`src/design/assert_macros.svh`:
```
// assertion macros for the scan rate detector
`ifndef ASSERT_MACROS_SVH
`define ASSERT_MACROS_SVH
`ifndef SYNTHESIS
// property holds at every clock edge outside reset
`define ASSERT_CLK(label, clk, rst, prop, msg) \
   label: assert property (@(posedge clk) disable iff (rst) (prop)) else $error(msg);
// condition never true outside reset
`define ASSERT_NEVER(label, clk, rst, cond, msg) \
   label: assert property (@(posedge clk) disable iff (rst) !(cond)) else $error(msg);
`else
`define ASSERT_CLK(label, clk, rst, prop, msg)
`define ASSERT_NEVER(label, clk, rst, cond, msg)
`endif
`endif

```
`src/design/tsrd_pkg.sv`:
```
// package: types, constants and classifier for the scan rate detector
package tsrd_pkg;

   localparam logic [7:0]  PROTO_TCP      = 8'd6;
   localparam logic [5:0]  FLAGS_SYN_ONLY = 6'h02;
   localparam logic [5:0]  FLAGS_NONE     = 6'h00;
   localparam logic [5:0]  FLAGS_FIN_ONLY = 6'h01;
   localparam logic [5:0]  FLAGS_XMAS     = 6'h29;
   localparam logic [31:0] COUNT_MAX      = 32'hFFFF_FFFF;

   localparam int NUM_KINDS = 4;

   localparam logic [1:0] KIND_SYN  = 2'd0;
   localparam logic [1:0] KIND_NULL = 2'd1;
   localparam logic [1:0] KIND_FIN  = 2'd2;
   localparam logic [1:0] KIND_XMAS = 2'd3;

   localparam logic [1:0] CSR_SYN_THRESHOLD  = 2'd0;
   localparam logic [1:0] CSR_NULL_THRESHOLD = 2'd1;
   localparam logic [1:0] CSR_FIN_THRESHOLD  = 2'd2;
   localparam logic [1:0] CSR_XMAS_THRESHOLD = 2'd3;

   localparam logic [15:0] RESET_SYN_THRESHOLD   = 16'd256;
   localparam logic [15:0] RESET_OTHER_THRESHOLD = 16'd8;

   typedef struct packed {
      logic [7:0]  protocol;
      logic [31:0] source_address;
      logic [5:0]  tcp_flags;
      logic [31:0] now_seconds;
   } req_item_type;

   typedef struct packed {
      logic        alert;
      logic [1:0]  scan_kind;
      logic [31:0] alert_source;
      logic [31:0] alert_count;
   } rsp_item_type;

   typedef struct packed {
      logic [31:0] last_source;
      logic [31:0] last_second;
      logic [31:0] packet_count;
      logic [15:0] count_phase;
   } entry_type;

   typedef struct packed {
      logic       valid;
      logic [1:0] kind;
   } class_type;

   typedef struct packed {
      logic         write_en;
      entry_type    entry;
      rsp_item_type result;
   } update_type;

   function automatic class_type classify(input logic [7:0] protocol,
                                          input logic [5:0] flags);
      class_type c;
      c.valid = 1'b0;
      c.kind  = KIND_SYN;
      if (protocol == PROTO_TCP) begin
         priority if (flags == FLAGS_SYN_ONLY) begin
            c.valid = 1'b1;
            c.kind  = KIND_SYN;
         end else if (flags == FLAGS_NONE) begin
            c.valid = 1'b1;
            c.kind  = KIND_NULL;
         end else if (flags == FLAGS_FIN_ONLY) begin
            c.valid = 1'b1;
            c.kind  = KIND_FIN;
         end else if (flags == FLAGS_XMAS) begin
            c.valid = 1'b1;
            c.kind  = KIND_XMAS;
         end else begin
            c.valid = 1'b0;
         end
      end
      return c;
   endfunction

endpackage

```
`src/design/tsrd_if.sv`:
```
// valid/ready channel interfaces for packet headers and scan results
interface tsrd_req_if;
   logic        valid;
   logic        ready;
   logic [7:0]  protocol;
   logic [31:0] source_address;
   logic [5:0]  tcp_flags;
   logic [31:0] now_seconds;

   modport source (output valid, output protocol, output source_address,
                   output tcp_flags, output now_seconds, input ready);
   modport sink   (input valid, input protocol, input source_address,
                   input tcp_flags, input now_seconds, output ready);
endinterface

interface tsrd_rsp_if;
   logic        valid;
   logic        ready;
   logic        alert;
   logic [1:0]  scan_kind;
   logic [31:0] alert_source;
   logic [31:0] alert_count;

   modport source (output valid, output alert, output scan_kind,
                   output alert_source, output alert_count, input ready);
   modport sink   (input valid, input alert, input scan_kind,
                   input alert_source, input alert_count, output ready);
endinterface

```
`src/design/tsrd_update.sv`:
```
// per-class entry update: repeat match, counter, phase and alert
module tsrd_update (
   input  tsrd_pkg::req_item_type item,
   input  tsrd_pkg::class_type    cls,
   input  tsrd_pkg::entry_type    entry,
   input  logic [15:0]            threshold,
   output tsrd_pkg::update_type   upd
);
   import tsrd_pkg::*;

   logic        match;
   logic [16:0] next_phase;

   assign match      = (entry.last_source == item.source_address) &&
                       (entry.last_second == item.now_seconds);
   assign next_phase = {1'b0, entry.count_phase} + 17'd1;

   always_comb begin
      upd.write_en = cls.valid;
      upd.entry    = entry;
      upd.result   = '0;
      if (match) begin
         if (entry.packet_count != COUNT_MAX) begin
            upd.entry.packet_count = entry.packet_count + 32'd1;
            if (next_phase >= {1'b0, threshold}) begin
               upd.result.alert       = 1'b1;
               upd.entry.count_phase  = '0;
            end else begin
               upd.entry.count_phase  = next_phase[15:0];
            end
         end
      end else begin
         upd.entry.last_source  = item.source_address;
         upd.entry.last_second  = item.now_seconds;
         upd.entry.packet_count = '0;
         upd.entry.count_phase  = '0;
      end
      upd.result.scan_kind    = cls.kind;
      upd.result.alert_source = upd.entry.last_source;
      upd.result.alert_count  = upd.entry.packet_count;
      // ignored packet gives an all-zero result
      if (!cls.valid) begin
         upd.result = '0;
      end
   end

endmodule

```
`src/design/tcp_scan_rate_detector.sv`:
```
// top level: per-second tcp scan rate detector
// an accepted header is held in the input register; its result is registered in the output register when it advances
// throughput: one header per cycle while the output is not stalled, state read and written in one result stage
// input register takes one more header while a result waits in the output register
// reset clears thresholds to defaults, all class entries to zero, both stages empty
`include "assert_macros.svh"

module tcp_scan_rate_detector (
   input  logic        clock,
   input  logic        reset,
   tsrd_req_if.sink    req_chan,
   tsrd_rsp_if.source  rsp_chan,
   input  logic        csr_we,
   input  logic [1:0]  csr_index,
   input  logic [15:0] csr_wdata
);
   import tsrd_pkg::*;

   logic [15:0]  threshold_ff [NUM_KINDS];
   entry_type    entry_ff     [NUM_KINDS];

   logic         s1_valid_ff;
   req_item_type s1_item_ff;
   logic         rsp_valid_ff;
   rsp_item_type rsp_item_ff;

   req_item_type req_item;
   class_type    cls;
   update_type   upd;
   logic         advance;
   logic         req_take;

   assign req_item.protocol       = req_chan.protocol;
   assign req_item.source_address = req_chan.source_address;
   assign req_item.tcp_flags      = req_chan.tcp_flags;
   assign req_item.now_seconds    = req_chan.now_seconds;

   assign advance        = s1_valid_ff && (!rsp_valid_ff || rsp_chan.ready);
   assign req_chan.ready = !s1_valid_ff || advance;
   assign req_take       = req_chan.valid && req_chan.ready;

   assign cls = classify(s1_item_ff.protocol, s1_item_ff.tcp_flags);

   tsrd_update u_update (
      .item      (s1_item_ff),
      .cls       (cls),
      .entry     (entry_ff[cls.kind]),
      .threshold (threshold_ff[cls.kind]),
      .upd       (upd)
   );

   // thresholds
   always_ff @(posedge clock) begin
      if (reset) begin
         threshold_ff[KIND_SYN]  <= RESET_SYN_THRESHOLD;
         threshold_ff[KIND_NULL] <= RESET_OTHER_THRESHOLD;
         threshold_ff[KIND_FIN]  <= RESET_OTHER_THRESHOLD;
         threshold_ff[KIND_XMAS] <= RESET_OTHER_THRESHOLD;
      end else if (csr_we) begin
         unique case (csr_index)
            CSR_SYN_THRESHOLD:  threshold_ff[KIND_SYN]  <= csr_wdata;
            CSR_NULL_THRESHOLD: threshold_ff[KIND_NULL] <= csr_wdata;
            CSR_FIN_THRESHOLD:  threshold_ff[KIND_FIN]  <= csr_wdata;
            CSR_XMAS_THRESHOLD: threshold_ff[KIND_XMAS] <= csr_wdata;
            default: ;
         endcase
      end
   end

   // class entries
   always_ff @(posedge clock) begin
      if (reset) begin
         for (int k = 0; k < NUM_KINDS; k++) begin
            entry_ff[k] <= '0;
         end
      end else if (advance && upd.write_en) begin
         entry_ff[cls.kind] <= upd.entry;
      end
   end

   // input stage
   always_ff @(posedge clock) begin
      if (reset) begin
         s1_valid_ff <= 1'b0;
      end else if (req_take) begin
         s1_valid_ff <= 1'b1;
      end else if (advance) begin
         s1_valid_ff <= 1'b0;
      end
   end

   always_ff @(posedge clock) begin
      if (req_take) begin
         s1_item_ff <= req_item;
      end
   end

   // result stage
   always_ff @(posedge clock) begin
      if (reset) begin
         rsp_valid_ff <= 1'b0;
      end else if (advance) begin
         rsp_valid_ff <= 1'b1;
      end else if (rsp_chan.ready) begin
         rsp_valid_ff <= 1'b0;
      end
   end

   always_ff @(posedge clock) begin
      if (advance) begin
         rsp_item_ff <= upd.result;
      end
   end

   assign rsp_chan.valid        = rsp_valid_ff;
   assign rsp_chan.alert        = rsp_item_ff.alert;
   assign rsp_chan.scan_kind    = rsp_item_ff.scan_kind;
   assign rsp_chan.alert_source = rsp_item_ff.alert_source;
   assign rsp_chan.alert_count  = rsp_item_ff.alert_count;

   `ASSERT_CLK(a_alert_count_nonzero, clock, reset,
      rsp_valid_ff && rsp_item_ff.alert |-> rsp_item_ff.alert_count != 32'd0,
      "alert with zero count")
   `ASSERT_CLK(a_s1_holds_when_stalled, clock, reset,
      s1_valid_ff && !advance |=> s1_valid_ff,
      "input stage item lost while stalled")
   `ASSERT_NEVER(a_no_overwrite, clock, reset,
      req_take && s1_valid_ff && !advance,
      "input stage overwritten")

endmodule
```
`src/flat_wrapper.sv`:
```
// flat-port wrapper written by rule: the top's interface ports become plain ports
module tcp_scan_rate_detector_flat import tsrd_pkg::*;
  (clock, reset, csr_we, csr_index, csr_wdata, req_chan_valid, req_chan_protocol, req_chan_source_address, req_chan_tcp_flags, req_chan_now_seconds, req_chan_ready, rsp_chan_valid, rsp_chan_alert, rsp_chan_scan_kind, rsp_chan_alert_source, rsp_chan_alert_count, rsp_chan_ready);
  tsrd_req_if req_chan_i ();
  tsrd_rsp_if rsp_chan_i ();
  input  logic clock;
  input  logic reset;
  input  logic csr_we;
  input  logic [1:0] csr_index;
  input  logic [15:0] csr_wdata;
  input wire logic [$bits(req_chan_i.valid)-1:0] req_chan_valid;
  input wire logic [$bits(req_chan_i.protocol)-1:0] req_chan_protocol;
  input wire logic [$bits(req_chan_i.source_address)-1:0] req_chan_source_address;
  input wire logic [$bits(req_chan_i.tcp_flags)-1:0] req_chan_tcp_flags;
  input wire logic [$bits(req_chan_i.now_seconds)-1:0] req_chan_now_seconds;
  output wire logic [$bits(req_chan_i.ready)-1:0] req_chan_ready;
  output wire logic [$bits(rsp_chan_i.valid)-1:0] rsp_chan_valid;
  output wire logic [$bits(rsp_chan_i.alert)-1:0] rsp_chan_alert;
  output wire logic [$bits(rsp_chan_i.scan_kind)-1:0] rsp_chan_scan_kind;
  output wire logic [$bits(rsp_chan_i.alert_source)-1:0] rsp_chan_alert_source;
  output wire logic [$bits(rsp_chan_i.alert_count)-1:0] rsp_chan_alert_count;
  input wire logic [$bits(rsp_chan_i.ready)-1:0] rsp_chan_ready;
  assign req_chan_i.valid = req_chan_valid;
  assign req_chan_i.protocol = req_chan_protocol;
  assign req_chan_i.source_address = req_chan_source_address;
  assign req_chan_i.tcp_flags = req_chan_tcp_flags;
  assign req_chan_i.now_seconds = req_chan_now_seconds;
  assign req_chan_ready = req_chan_i.ready;
  assign rsp_chan_valid = rsp_chan_i.valid;
  assign rsp_chan_alert = rsp_chan_i.alert;
  assign rsp_chan_scan_kind = rsp_chan_i.scan_kind;
  assign rsp_chan_alert_source = rsp_chan_i.alert_source;
  assign rsp_chan_alert_count = rsp_chan_i.alert_count;
  assign rsp_chan_i.ready = rsp_chan_ready;
  tcp_scan_rate_detector u_core (.clock(clock), .reset(reset), .req_chan(req_chan_i), .rsp_chan(rsp_chan_i), .csr_we(csr_we), .csr_index(csr_index), .csr_wdata(csr_wdata));
endmodule
```
`config.mk`:
```
export PLATFORM = sky130hd
export DESIGN_NAME = tcp_scan_rate_detector_flat
export DESIGN_NICKNAME = d
export VERILOG_FILES = /design/src/design/tsrd_pkg.sv /design/src/design/tsrd_if.sv /design/src/design/tsrd_update.sv /design/src/design/tcp_scan_rate_detector.sv /design/src/flat_wrapper.sv
export VERILOG_INCLUDE_DIRS = /design/src /design/src/design
export SDC_FILE = /design/constraint.sdc
export NUM_CORES = 1
export LEC_CHECK = 0
export BUFFER_PORTS_ARGS = -buffer_cell sky130_fd_sc_hd__buf_2
export CELL_PAD_IN_SITES_DETAIL_PLACEMENT = 1
export CELL_PAD_IN_SITES_GLOBAL_PLACEMENT = 2
export CORE_UTILIZATION = 46
export DETAILED_ROUTE_END_ITERATION = 16
export HOLD_SLACK_MARGIN = 0.1
export PLACE_DENSITY_LB_ADDON = 0.1
export REMOVE_ABC_BUFFERS = 1
export SYNTH_ARGS = -nofsm -noshare
export SYNTH_HDL_FRONTEND = slang
export SYNTH_SLANG_ARGS = --single-unit
```
`constraint.sdc`:
```
create_clock -name clock -period 24.4 [get_ports clock]
set_input_delay 3.66 -clock clock [delete_from_list [all_inputs] [get_ports clock]]
set_output_delay 3.66 -clock clock [all_outputs]
set_load 0.02 [all_outputs]
```
Word level (Yosys, flattened, before mapping)
Memory sizes are Yosys's and may differ from the RTL's.
Index checks and enable logic that the tools add are counted.

operators by class
  $add $sub $neg = 2
  magnitude comparators = 1
  equal/unequal tests = 10
  mux-type cells = 43
  bitwise operators = 4
  reduce and logical (&&, ||, !) cells = 14

operator list
  kind                                                                   number
  112-bit two-way mux                                                    1
  112-bit OR reduction                                                   1
  16-bit two-way mux                                                     5
  32-bit equality test                                                   2
  64-bit two-way mux                                                     1
  49-bit two-way mux                                                     1
  48-bit two-way mux                                                     1
  32-bit by 1-bit adder with 32-bit output, second input constant        1
  32-bit != test, second input constant                                  1
  1-bit two-way mux                                                      28
  16-bit by 1-bit adder with 17-bit output, second input constant        1
  17-bit by 16-bit greater-or-equal comparator with 1-bit output         1
  3-bit two-way mux                                                      4
  8-bit by 3-bit equality test with 1-bit output, second input constant  1
  6-bit by 1-bit equality test with 1-bit output, second input constant  1
  6-bit by 2-bit equality test with 1-bit output, second input constant  1
  6-bit equality test, second input constant                             1
  6-bit logical NOT                                                      1
  2-bit equality test, second input constant                             2
  1-bit logical AND                                                      4
  2-bit two-way mux                                                      2
  1-bit bitwise OR                                                       4
  2-bit nonzero test                                                     2
  3-bit AND reduction                                                    1
  other kinds (4)                                                        6

storage, ports and cells
  flip-flop bits (word level) = 147
  memory bits (writable) = 512
  input bits = 101
  output and inout port bits = 69
  word-level logic and storage cells = 86
  memories = 2

memories
  name                 depth  bits a word  rd ports  clocked after memory_dff  write ports  line                          RTL
  u_core.entry_ff      4      112          1         0                         4            tcp_scan_rate_detector.sv:20  entry_type entry_ff [NUM_KINDS];
  u_core.threshold_ff  4      16           1         0                         4            tcp_scan_rate_detector.sv:19  logic [15:0] threshold_ff [NUM_KINDS];

Logic depth before layout (Yosys ltp)
Gate-level depths: netlist of the first run.
An unclocked memory read counts as a cell.

  word-level depth = 13
  mapped depth = 30

Cells and area by module
From an unflattened synthesis of the first run, not the netlist that was laid out.

second synthesis, totals
  cell total of the unflattened synthesis = 2639
  area, all modules = 32238.4 um^2

modules (own cells, without submodules)
  module                  times used  cells an instance  area each (um^2)  sequential area each (um^2)
  tcp_scan_rate_detector  1           2083               28842.7           19769.0
  tsrd_update             1           556                3395.8            0.0

Least setup slack after synthesis of the first run
No wires, ideal clock.

  path type = input port to flip-flop
  start point = input rsp_chan_ready
  end point = memory u_core.entry_ff[1][0] (netlist name) (enable)
  arrival time = 10376 ps
  data required time = 23910 ps
  slack = 13534 ps
  stages = 7
  buffers on the path = 1
  cells stage by stage = nor2b_1 > nor2b_1 > and2_1 > nor2b_1 > clkbuf_1 > nand3_1 > nand2b_1

RTL lines
  element          line                          RTL
  start, declared  flat_wrapper.sv:22            input wire logic [$bits(rsp_chan_i.ready)-1:0] rsp_chan_ready;
  end, declared    tcp_scan_rate_detector.sv:20

Final worst setup path of the first run
  start point = input rsp_chan_ready
  end point = output req_chan_ready

on the way
  cells in the longest elaborated chain, start to end = 3

RTL lines
  element            line                          RTL
  1-bit logical OR   tcp_scan_rate_detector.sv:38  assign advance = s1_valid_ff && (!rsp_valid_ff || rsp_chan.ready);
  1-bit logical AND  tcp_scan_rate_detector.sv:38
  1-bit logical OR   tcp_scan_rate_detector.sv:39  assign req_chan.ready = !s1_valid_ff || advance;
  end, declared      flat_wrapper.sv:16            output wire logic [$bits(req_chan_i.ready)-1:0] req_chan_ready;

Every way passes these cells.

==> results.md, run 1 <==
- Outcome: completed
- Clk buf depth: 3
- RSZ-0062 raised after global routing: no
- Yosys top cell by area: edfxtp_1
- Post-Place Setup Slack: 15.77 ns
- Skew final: between 0.02 and 0.025 ns
- Fraction of layout cells with a size suffix above 1: 13.71%
- Number of flops mapped to enable cells by yosys: 657
- Cts bufs inserted: 74
- Worst-Margin Slew: 1.148 ns
- Initial DRT Pass Iterations: 6
- Synth area leaders: edfxtp_1, and2_1, nor3_1, nand2_1, a211oi_1
- Commonest cells in the synthesized netlist: edfxtp_1, and2_1, nand2_1
- Crit path cell chain: buf_2 > nor2b_1 > nand2_1 > buf_2
- Final period utilization: 32.89%
- Data required, critical path: 20.74 ns
- DRC viols: 0
- Clock transition at path regs: 0.06 ns
- Routed Antenna Nets: 0
- Area grow syn2layout: 13.09%
- Clk Latency, worst-skew pair: between 0.6 and 0.7 ns
- Final #Nets: 2848
- H-Tree Depth: 3
- Count leader, synth: edfxtp_1
- Fillers: 6875
- Floorplan row count: 95
- PostCTS Resize Cnt: 0
- PortBufs: 169
- Setup_tns: 0 ns
- Initial antenna violation count: 1
- CP Class: in2out
- Final setup fails: 0
- Clock sink count: 659
- Initial Utilization: 46.59%
- Max Clock Freq: 0.1246 GHz
- Critical path arrival: 4.36 ns
- Min cycle time layout: around 8 ns
- CP Capture Type: output port
- Crit path from: rsp_chan_ready
- Iter 0 DRT Violations: approximately 2.0k
- Max-cap violations: 0
- # IOs: 170
- Setup Buffers After CTS: 0
- Yosys reg bits: 659
- Hold Fails Final Rpt: 0
- Top cell by count, worst path: buf_2
- Final Non-Filler Cells: 3659
- Relative slew slack: 23.45%
- Via count: 22.95k
- CTS tree: done
- Diode count: 0
- P_leak: roughly 12 nW
- Top FF cell, synth: edfxtp_1
- Cell at the root of the clock tree: clkbuf_16
- Cell Pwr Density: 73.62 mW/mm^2
- Total GRT Usage: 29.14%
- Worst Hold Class: reg2reg
- Maximum fanout along the worst path: 4
- VDD IR max: 0.05474 mV
- Final worst-path setup slack: about 16 ns
- DR vias/cell: between 6 and 7
- Asr flop ratio synth: 0%
- Global route overflow: 0
- R2R Path Start: u_core.s1_item_ff[36]$_DFFE_PP_
- Mapped Area: 0.03134 sq mm
- Vias in the first global route: 24.27k
- Mapped Cells: 2611
- Slowest cell delay on critical path: 0.30 ns
- Seq/Total Area, Yosys: 63.07%
- CP max-delay cell: nor2b_1
- Horiz. Die Dim: around 260 microns
- Yosys cell types: 80
- FF-to-FF setup slack: around 17 ns
- Total die area: just under 0.07 sq mm
- Routed len/inst: between 20 and 30 microns
- Placed insts: 3526
- Worst Hold Path Cells: 2
- Worst hold start: u_core.s1_valid_ff$_SDFFE_PP0P_
- Cts hold-fix bufs: 0
- First-pass GRT wire length: 152.4 mm
- Routability cong.: 0.8559
- Share of the synthesized area in the top cell type: around 63%
- FF-to-FF path depth: 14
- Core area: 0.06728 sq mm
- Die height: about 260 microns
- Number of synthesis warnings: 0
- Final wirelength: 100.8 mm
- Max-slew violations: 0
- Largest net degree at the start of global routing: 94
- DP HPWL: 60.82 mm
- Worst Setup Start Kind: input pin
- Mapped Avg Cell Area: 12.00 sq um
power by group:
group | leakage, nW | internal (mW) | switching, mW
registers | 6.49 | 1.30 | 0.0302
logic | 4.71 | 0.0430 | 0.103
clock network | 1.18 | 0.669 | 0.466
total | 12.4 | 2.01 | 0.599
cell usage in the layout (no fill, tap or decap), types with 8 or more instances in the layout:
| master | n |
|---|---|
| a211o_1 | 9 |
| a211oi_1 | 92 |
| a21o_1 | 11 |
| a21oi_1 | 39 |
| a22oi_1 | 14 |
| a31oi_1 | 39 |
| a32oi_1 | 14 |
| and2_1 | 303 |
| and3_1 | 51 |
| and4_1 | 11 |
| buf_2 | 169 |
| buf_4 | 53 |
| bufinv_16 | 9 |
| clkbuf_1 | 20 |
| clkbuf_16 | 76 |
| clkinv_1 | 11 |
| clkinv_2 | 10 |
| edfxtp_1 | 657 |
| ha_1 | 18 |
| inv_1 | 19 |
| mux2i_1 | 69 |
| nand2_1 | 262 |
| nand2b_1 | 9 |
| nand3_1 | 105 |
| nand4_1 | 35 |
| nor2_1 | 111 |
| nor3_1 | 194 |
| nor4_1 | 24 |
| o2111ai_1 | 8 |
| o211ai_1 | 14 |
| o21ai_0 | 49 |
| o221ai_1 | 21 |
| o22ai_1 | 49 |
| or4_1 | 11 |
| xnor2_1 | 36 |
| xor2_1 | 15 |
kinds of logic (layout without fill, tap and decap cells):
group,count (synthesis),in the layout,share of synthesized area (%)
XOR/XNOR,51,51,1.425
multiplexers,74,74,2.383
AO/OA/AOI/OAI,425,425,9.649
buffers and inverters,201,376,2.766
flip-flops,659,659,63.07
adder cells (fa/ha/maj),18,18,0.7186
AND/OR/NAND/NOR,1183,1183,19.98
metal layers:
metal  up-vias  routed length (microns)  part of all wire (%)  global-route usage [%]
met3       145                     7096                   7.0                   4.424
met1     11760                    43300                    43                   40.53
li1      10157                        -                     -                       -
met5         -                        0                     0                       0
met4         0                     2268                   2.3                   7.571
met2       891                    48090                    48                   47.83
sequential cells by signal (all words and copies together), names as in the netlist:
signal	count
u_core.entry_ff	448
u_core.rsp_chan.alert	1
u_core.rsp_chan.alert_count	32
u_core.rsp_chan.alert_source	32
u_core.rsp_chan.scan_kind	2
u_core.rsp_chan.valid	1
u_core.s1_item_ff	78
u_core.s1_valid_ff	1
u_core.threshold_ff	64
critical path, delay by kind of cell:
kind,cells,cell delay [ns]
buf+inv,2,0.28
simple gates,2,0.43
final timing paths:
check,to
min,u_core.rsp_chan.valid$_SDFFE_PP0P_
max,req_chan_ready
min reg2reg,u_core.rsp_chan.valid$_SDFFE_PP0P_
max reg2reg,u_core.entry_ff[2][17]$_SDFFCE_PN0P_
cell type report:
class,instances,area (sq um),area share [%]
Timing Repair Buffer,222,1244,3.509
Clock inverter,37,440.4,1.243
Sequential cell,659,19770,55.77
Inverter,21,81.33,0.2294
Tap cell,873,1092,3.082
Clock buffer,96,1977,5.577
Multi-Input combinational cell,1751,10840,30.59
through the flow:
| step | hold slack, ns | util (%) | power (mW) | cell area [sq um] |
|---|---|---|---|---|
| floorplan | 0.4778 | - | 1.425 | 30550 |
| global placement | 0.5138 | 49.09 | 1.488 | 33030 |
| detailed placement | 0.5262 | 49.09 | 1.496 | 33030 |
| global route | 0.5729 | 52.69 | 2.679 | 35450 |
| CTS | 0.5425 | 52.69 | 2.623 | 35450 |
| finish | 0.5489 | 52.69 | 2.609 | 35450 |
No activity file was read; power rests on OpenSTA's default activity.
==> run 2: changes to the inputs <==
Settings changed: ABC_AREA set to 1, CORE_UTILIZATION 46 to 36.
Clock period 24.4 ns to 7.1 ns, I/O delays scaled along.
==> run 2 against run 1 <==
Effect of this change: critical endpoint is now u_core.entry_ff[1][10]$_SDFFCE_PN0P_; count of clock-buffer cells in the layout fell by 6; largest power group unchanged; non-clock buffer count decreased by 18; synthesized area down 0.11%; clock skew increased by 0.0086 ns; total power increased to 3.4 times the previous value; final cell count up 27%.
==> results.md, run 2 <==
- Yosys reg bits: 659 (unchanged)
- Share of the synthesized area in the top cell type: 63.01% (was 62.95%)
- Die height: 296.9 microns (was 263.0 microns)
- Worst-Margin Slew: 1.069 ns (was 1.148 ns)
- Worst Hold Path Cells: 2 (unchanged)
- Total GRT Usage: 22.28% (was 29.14%)
- Count leader, synth: nor2_1 (was edfxtp_1)
- PostCTS Resize Cnt: 0 (unchanged)
- Initial DRT Pass Iterations: 5 (was 6)
- P_leak: 15.01 nW (was 12.37 nW)
- Routed len/inst: 21.17 microns (was 27.54 microns)
- CP Capture Type: register (was output port)
- Clock transition at path regs: 0.06 ns (about the same)
- Cell Pwr Density: 250.4 mW/mm^2 (was 73.62 mW/mm^2)
- Final setup fails: 0 (unchanged)
- DP HPWL: 58.26 mm (was 60.82 mm)
- Data required, critical path: 7.58 ns (was 20.74 ns)
- Yosys top cell by area: edfxtp_1 (unchanged)
- DRC viols: 0 (unchanged)
- Setup_tns: 0 ns (unchanged)
- Area grow syn2layout: 14.28% (was 13.09%)
- Commonest non-fill, non-tap cell in the layout: nor2_1 (was edfxtp_1)
- Commonest cells in the synthesized netlist: nor2_1, nand2_1, edfxtp_1 (was edfxtp_1, and2_1, nand2_1)
- FF-to-FF path depth: 29 (was 14)
- Cell at the root of the clock tree: clkbuf_16 (unchanged)
- Top reg by flops: u_core.entry_ff (unchanged)
- Via count: 23.41k (was 22.95k)
- Asr flop ratio synth: 0% (unchanged)
- Largest net degree at the start of global routing: 122 (was 94)
- Max-slew violations: 0 (unchanged)
- Cts bufs inserted: 78 (was 74)
- Iter 0 DRT Violations: 1277 (was 2021)
- Max-cap violations: 0 (unchanged)
- Initial antenna violation count: 3 (was 1)
- DR vias/cell: 5.040 (was 6.273)
- Core area: 0.08568 sq mm (was 0.06728 sq mm)
- PortBufs: 169 (unchanged)
- Top cell by count, worst path: nand2_1 (was buf_2)
- Worst Setup Start Kind: register (was input pin)
- Number of flops mapped to enable cells by yosys: 657 (unchanged)
- # IOs: 170 (unchanged)
- Fraction of layout cells with a size suffix above 1: 11.80% (was 13.71%)
- First-pass GRT wire length: 149.9 mm (was 152.4 mm)
- Mapped Area: 0.03131 sq mm (was 0.03134 sq mm)
- RSZ-0062 raised after global routing: no (unchanged)
- Maximum fanout along the worst path: 28 (was 4)
- Seq/Total Area, Yosys: 63.14% (was 63.07%)
- Max Clock Freq: 0.1831 GHz
- Vias in the first global route: 25.04k (was 24.27k)
- Number of synthesis warnings: 0 (unchanged)
- CP Class: reg2reg (was in2out)
- Final #Nets: 3558 (was 2848)
- Final core occ: 41.76% (was 52.69%)
- Final wirelength: 98.35 mm (was 100.8 mm)
- Slowest cell delay on critical path: 0.40 ns (was 0.30 ns)
- Clk buf depth: 3 (unchanged)
- H-Tree Depth: 3 (unchanged)
- Min cycle time layout: roughly 5.5 ns
- Global route overflow: 0 (unchanged)
- Final period utilization: 76.94%
- Mapped Avg Cell Area: 9.485 sq um (was 12.00 sq um)
- Yosys cell types: 49 (was 80)
- Worst Hold Class: reg2reg (unchanged)
- Top FF cell, synth: edfxtp_1 (unchanged)
- Critical path arrival: 5.94 ns (was 4.36 ns)
- Relative slew slack: 28.76% (was 23.45%)
- Setup Buffers After CTS: 0 (unchanged)
- Skew final: 0.03145 ns (was 0.02287 ns)
- Outcome: completed (unchanged)
- Routed Antenna Nets: 0 (unchanged)
- Mapped Cells: 3301 (was 2611)
- Horiz. Die Dim: 296.9 microns (was 263.0 microns)
- CP max-delay cell: edfxtp_1 (was nor2b_1)
- Routability cong.: 0.8335 (was 0.8559)
- Cts hold-fix bufs: 0 (unchanged)
- Biggest regs: u_core.entry_ff x448, u_core.s1_item_ff x78, u_core.threshold_ff x64 (unchanged)
- Most frequent cells in the layout: nor2_1, nand2_1, edfxtp_1, inv_1, nand3_1 (was edfxtp_1, and2_1, nand2_1, nor3_1, buf_2)
- CTS tree: done (unchanged)
- Total die area: 0.08815 sq mm (was 0.06918 sq mm)
- Hold Fails Final Rpt: 0 (unchanged)
- VDD IR max: 0.1765 mV (was 0.05474 mV)
- Initial Utilization: 36.54% (was 46.59%)
- Floorplan row count: 107 (was 95)
- Max reg flops: 448 (unchanged)
- Synth area leaders: edfxtp_1, nor2_1, nand2_1, inv_1, nand3_1 (was edfxtp_1, and2_1, nor3_1, nand2_1, a211oi_1)
- Clock sink count: 659 (unchanged)
- Clk Latency, worst-skew pair: 0.64 ns (was 0.63 ns)
-- run 2: changes by cell type in the layout (fill, tap and decap cells not counted), sizes merged, moves of 51 or more --
cell	previous run	this run
nor2	114	844
nand2	263	778
inv	25	363
and2	304	1
nor3	201	23
nand3	109	205
a211oi	94	1
mux2i	69	0
and3	51	0
-- run 2: power breakdown --
group / total (mW) / internal [mW] / switching (mW)
Sequential: 4.51 / 4.46 / 0.0588
Combinational: 0.486 / 0.131 / 0.355
Clock: 3.96 / 2.29 / 1.66
Total: 8.96 / 6.88 / 2.08
-- run 2: stage by stage --
| stage | setup slack [ns] | power (mW) | hold WS, ns | cells | instance area [sq um] |
|---|---|---|---|---|---|
| after floorplan | -3.916 | 4.886 | 0.4768 | 3155 | 30570 |
| after global placement | 1.829 | 5.071 | 0.4991 | 4503 | 33310 |
| after detailed placement | 1.622 | 5.090 | 0.5114 | 4503 | 33310 |
| after CTS | 1.582 | 9.052 | 0.5234 | 4644 | 35780 |
| after global routing | 1.088 | 9.247 | 0.5665 | 4645 | 35780 |
| final | 1.638 | 8.958 | 0.5223 | 4645 | 35780 |
-- run 2: worst paths after layout --
| kind | slack [ns] | from | endpoint |
|---|---|---|---|
| worst max-delay path | 1.64 | u_core.s1_item_ff[36]$_DFFE_PP_ | u_core.entry_ff[1][10]$_SDFFCE_PN0P_ |
| worst min-delay path | 0.52 | u_core.rsp_chan.valid$_SDFFE_PP0P_ | u_core.rsp_chan.valid$_SDFFE_PP0P_ |
| worst max register to register | 1.64 | u_core.s1_item_ff[36]$_DFFE_PP_ | u_core.entry_ff[1][10]$_SDFFCE_PN0P_ |
| worst min register to register | 0.52 | u_core.rsp_chan.valid$_SDFFE_PP0P_ | u_core.rsp_chan.valid$_SDFFE_PP0P_ |
-- run 2: kinds of logic after synthesis --
group | share of synthesized area (%)
compound gates | 3.657
xor+xnor | 0.6674
fa+ha+maj | 0.7194
buf+inv | 6.690
flops | 63.14
simple gates | 25.12
-- run 2: per-layer routing --
| metal | share of wire (%) | global-route usage (%) |
|---|---|---|
| met2 | 48 | 37.53 |
| met4 | 2.2 | 6.186 |
| met5 | 0 | 0 |
| met1 | 46 | 30.11 |
| met3 | 3.9 | 2.838 |
-- run 2: cell type report --
class	count	area (sq um)
antenna	1	2.502
clock buffer	90	2017
tap	1144	1431
sequential	659	19770
timing repair buffer	204	1221
multi-input combinational	2136	9529
clock inverter	51	451.7
fill	9787	49900
inverter	360	1359
-- run 2: worst max-delay path, delay by kind of cell (launching register included) --
kind / cells / cell delay [ns]
buffers and inverters: 3 / 0.60
xor gates and xnor gates: 1 / 0.33
adders and majority gates: 1 / 0.30
AOI/OAI and AO/OA: 3 / 0.37
DFF: 1 / 0.40
and+or+nand+nor: 21 / 3.24
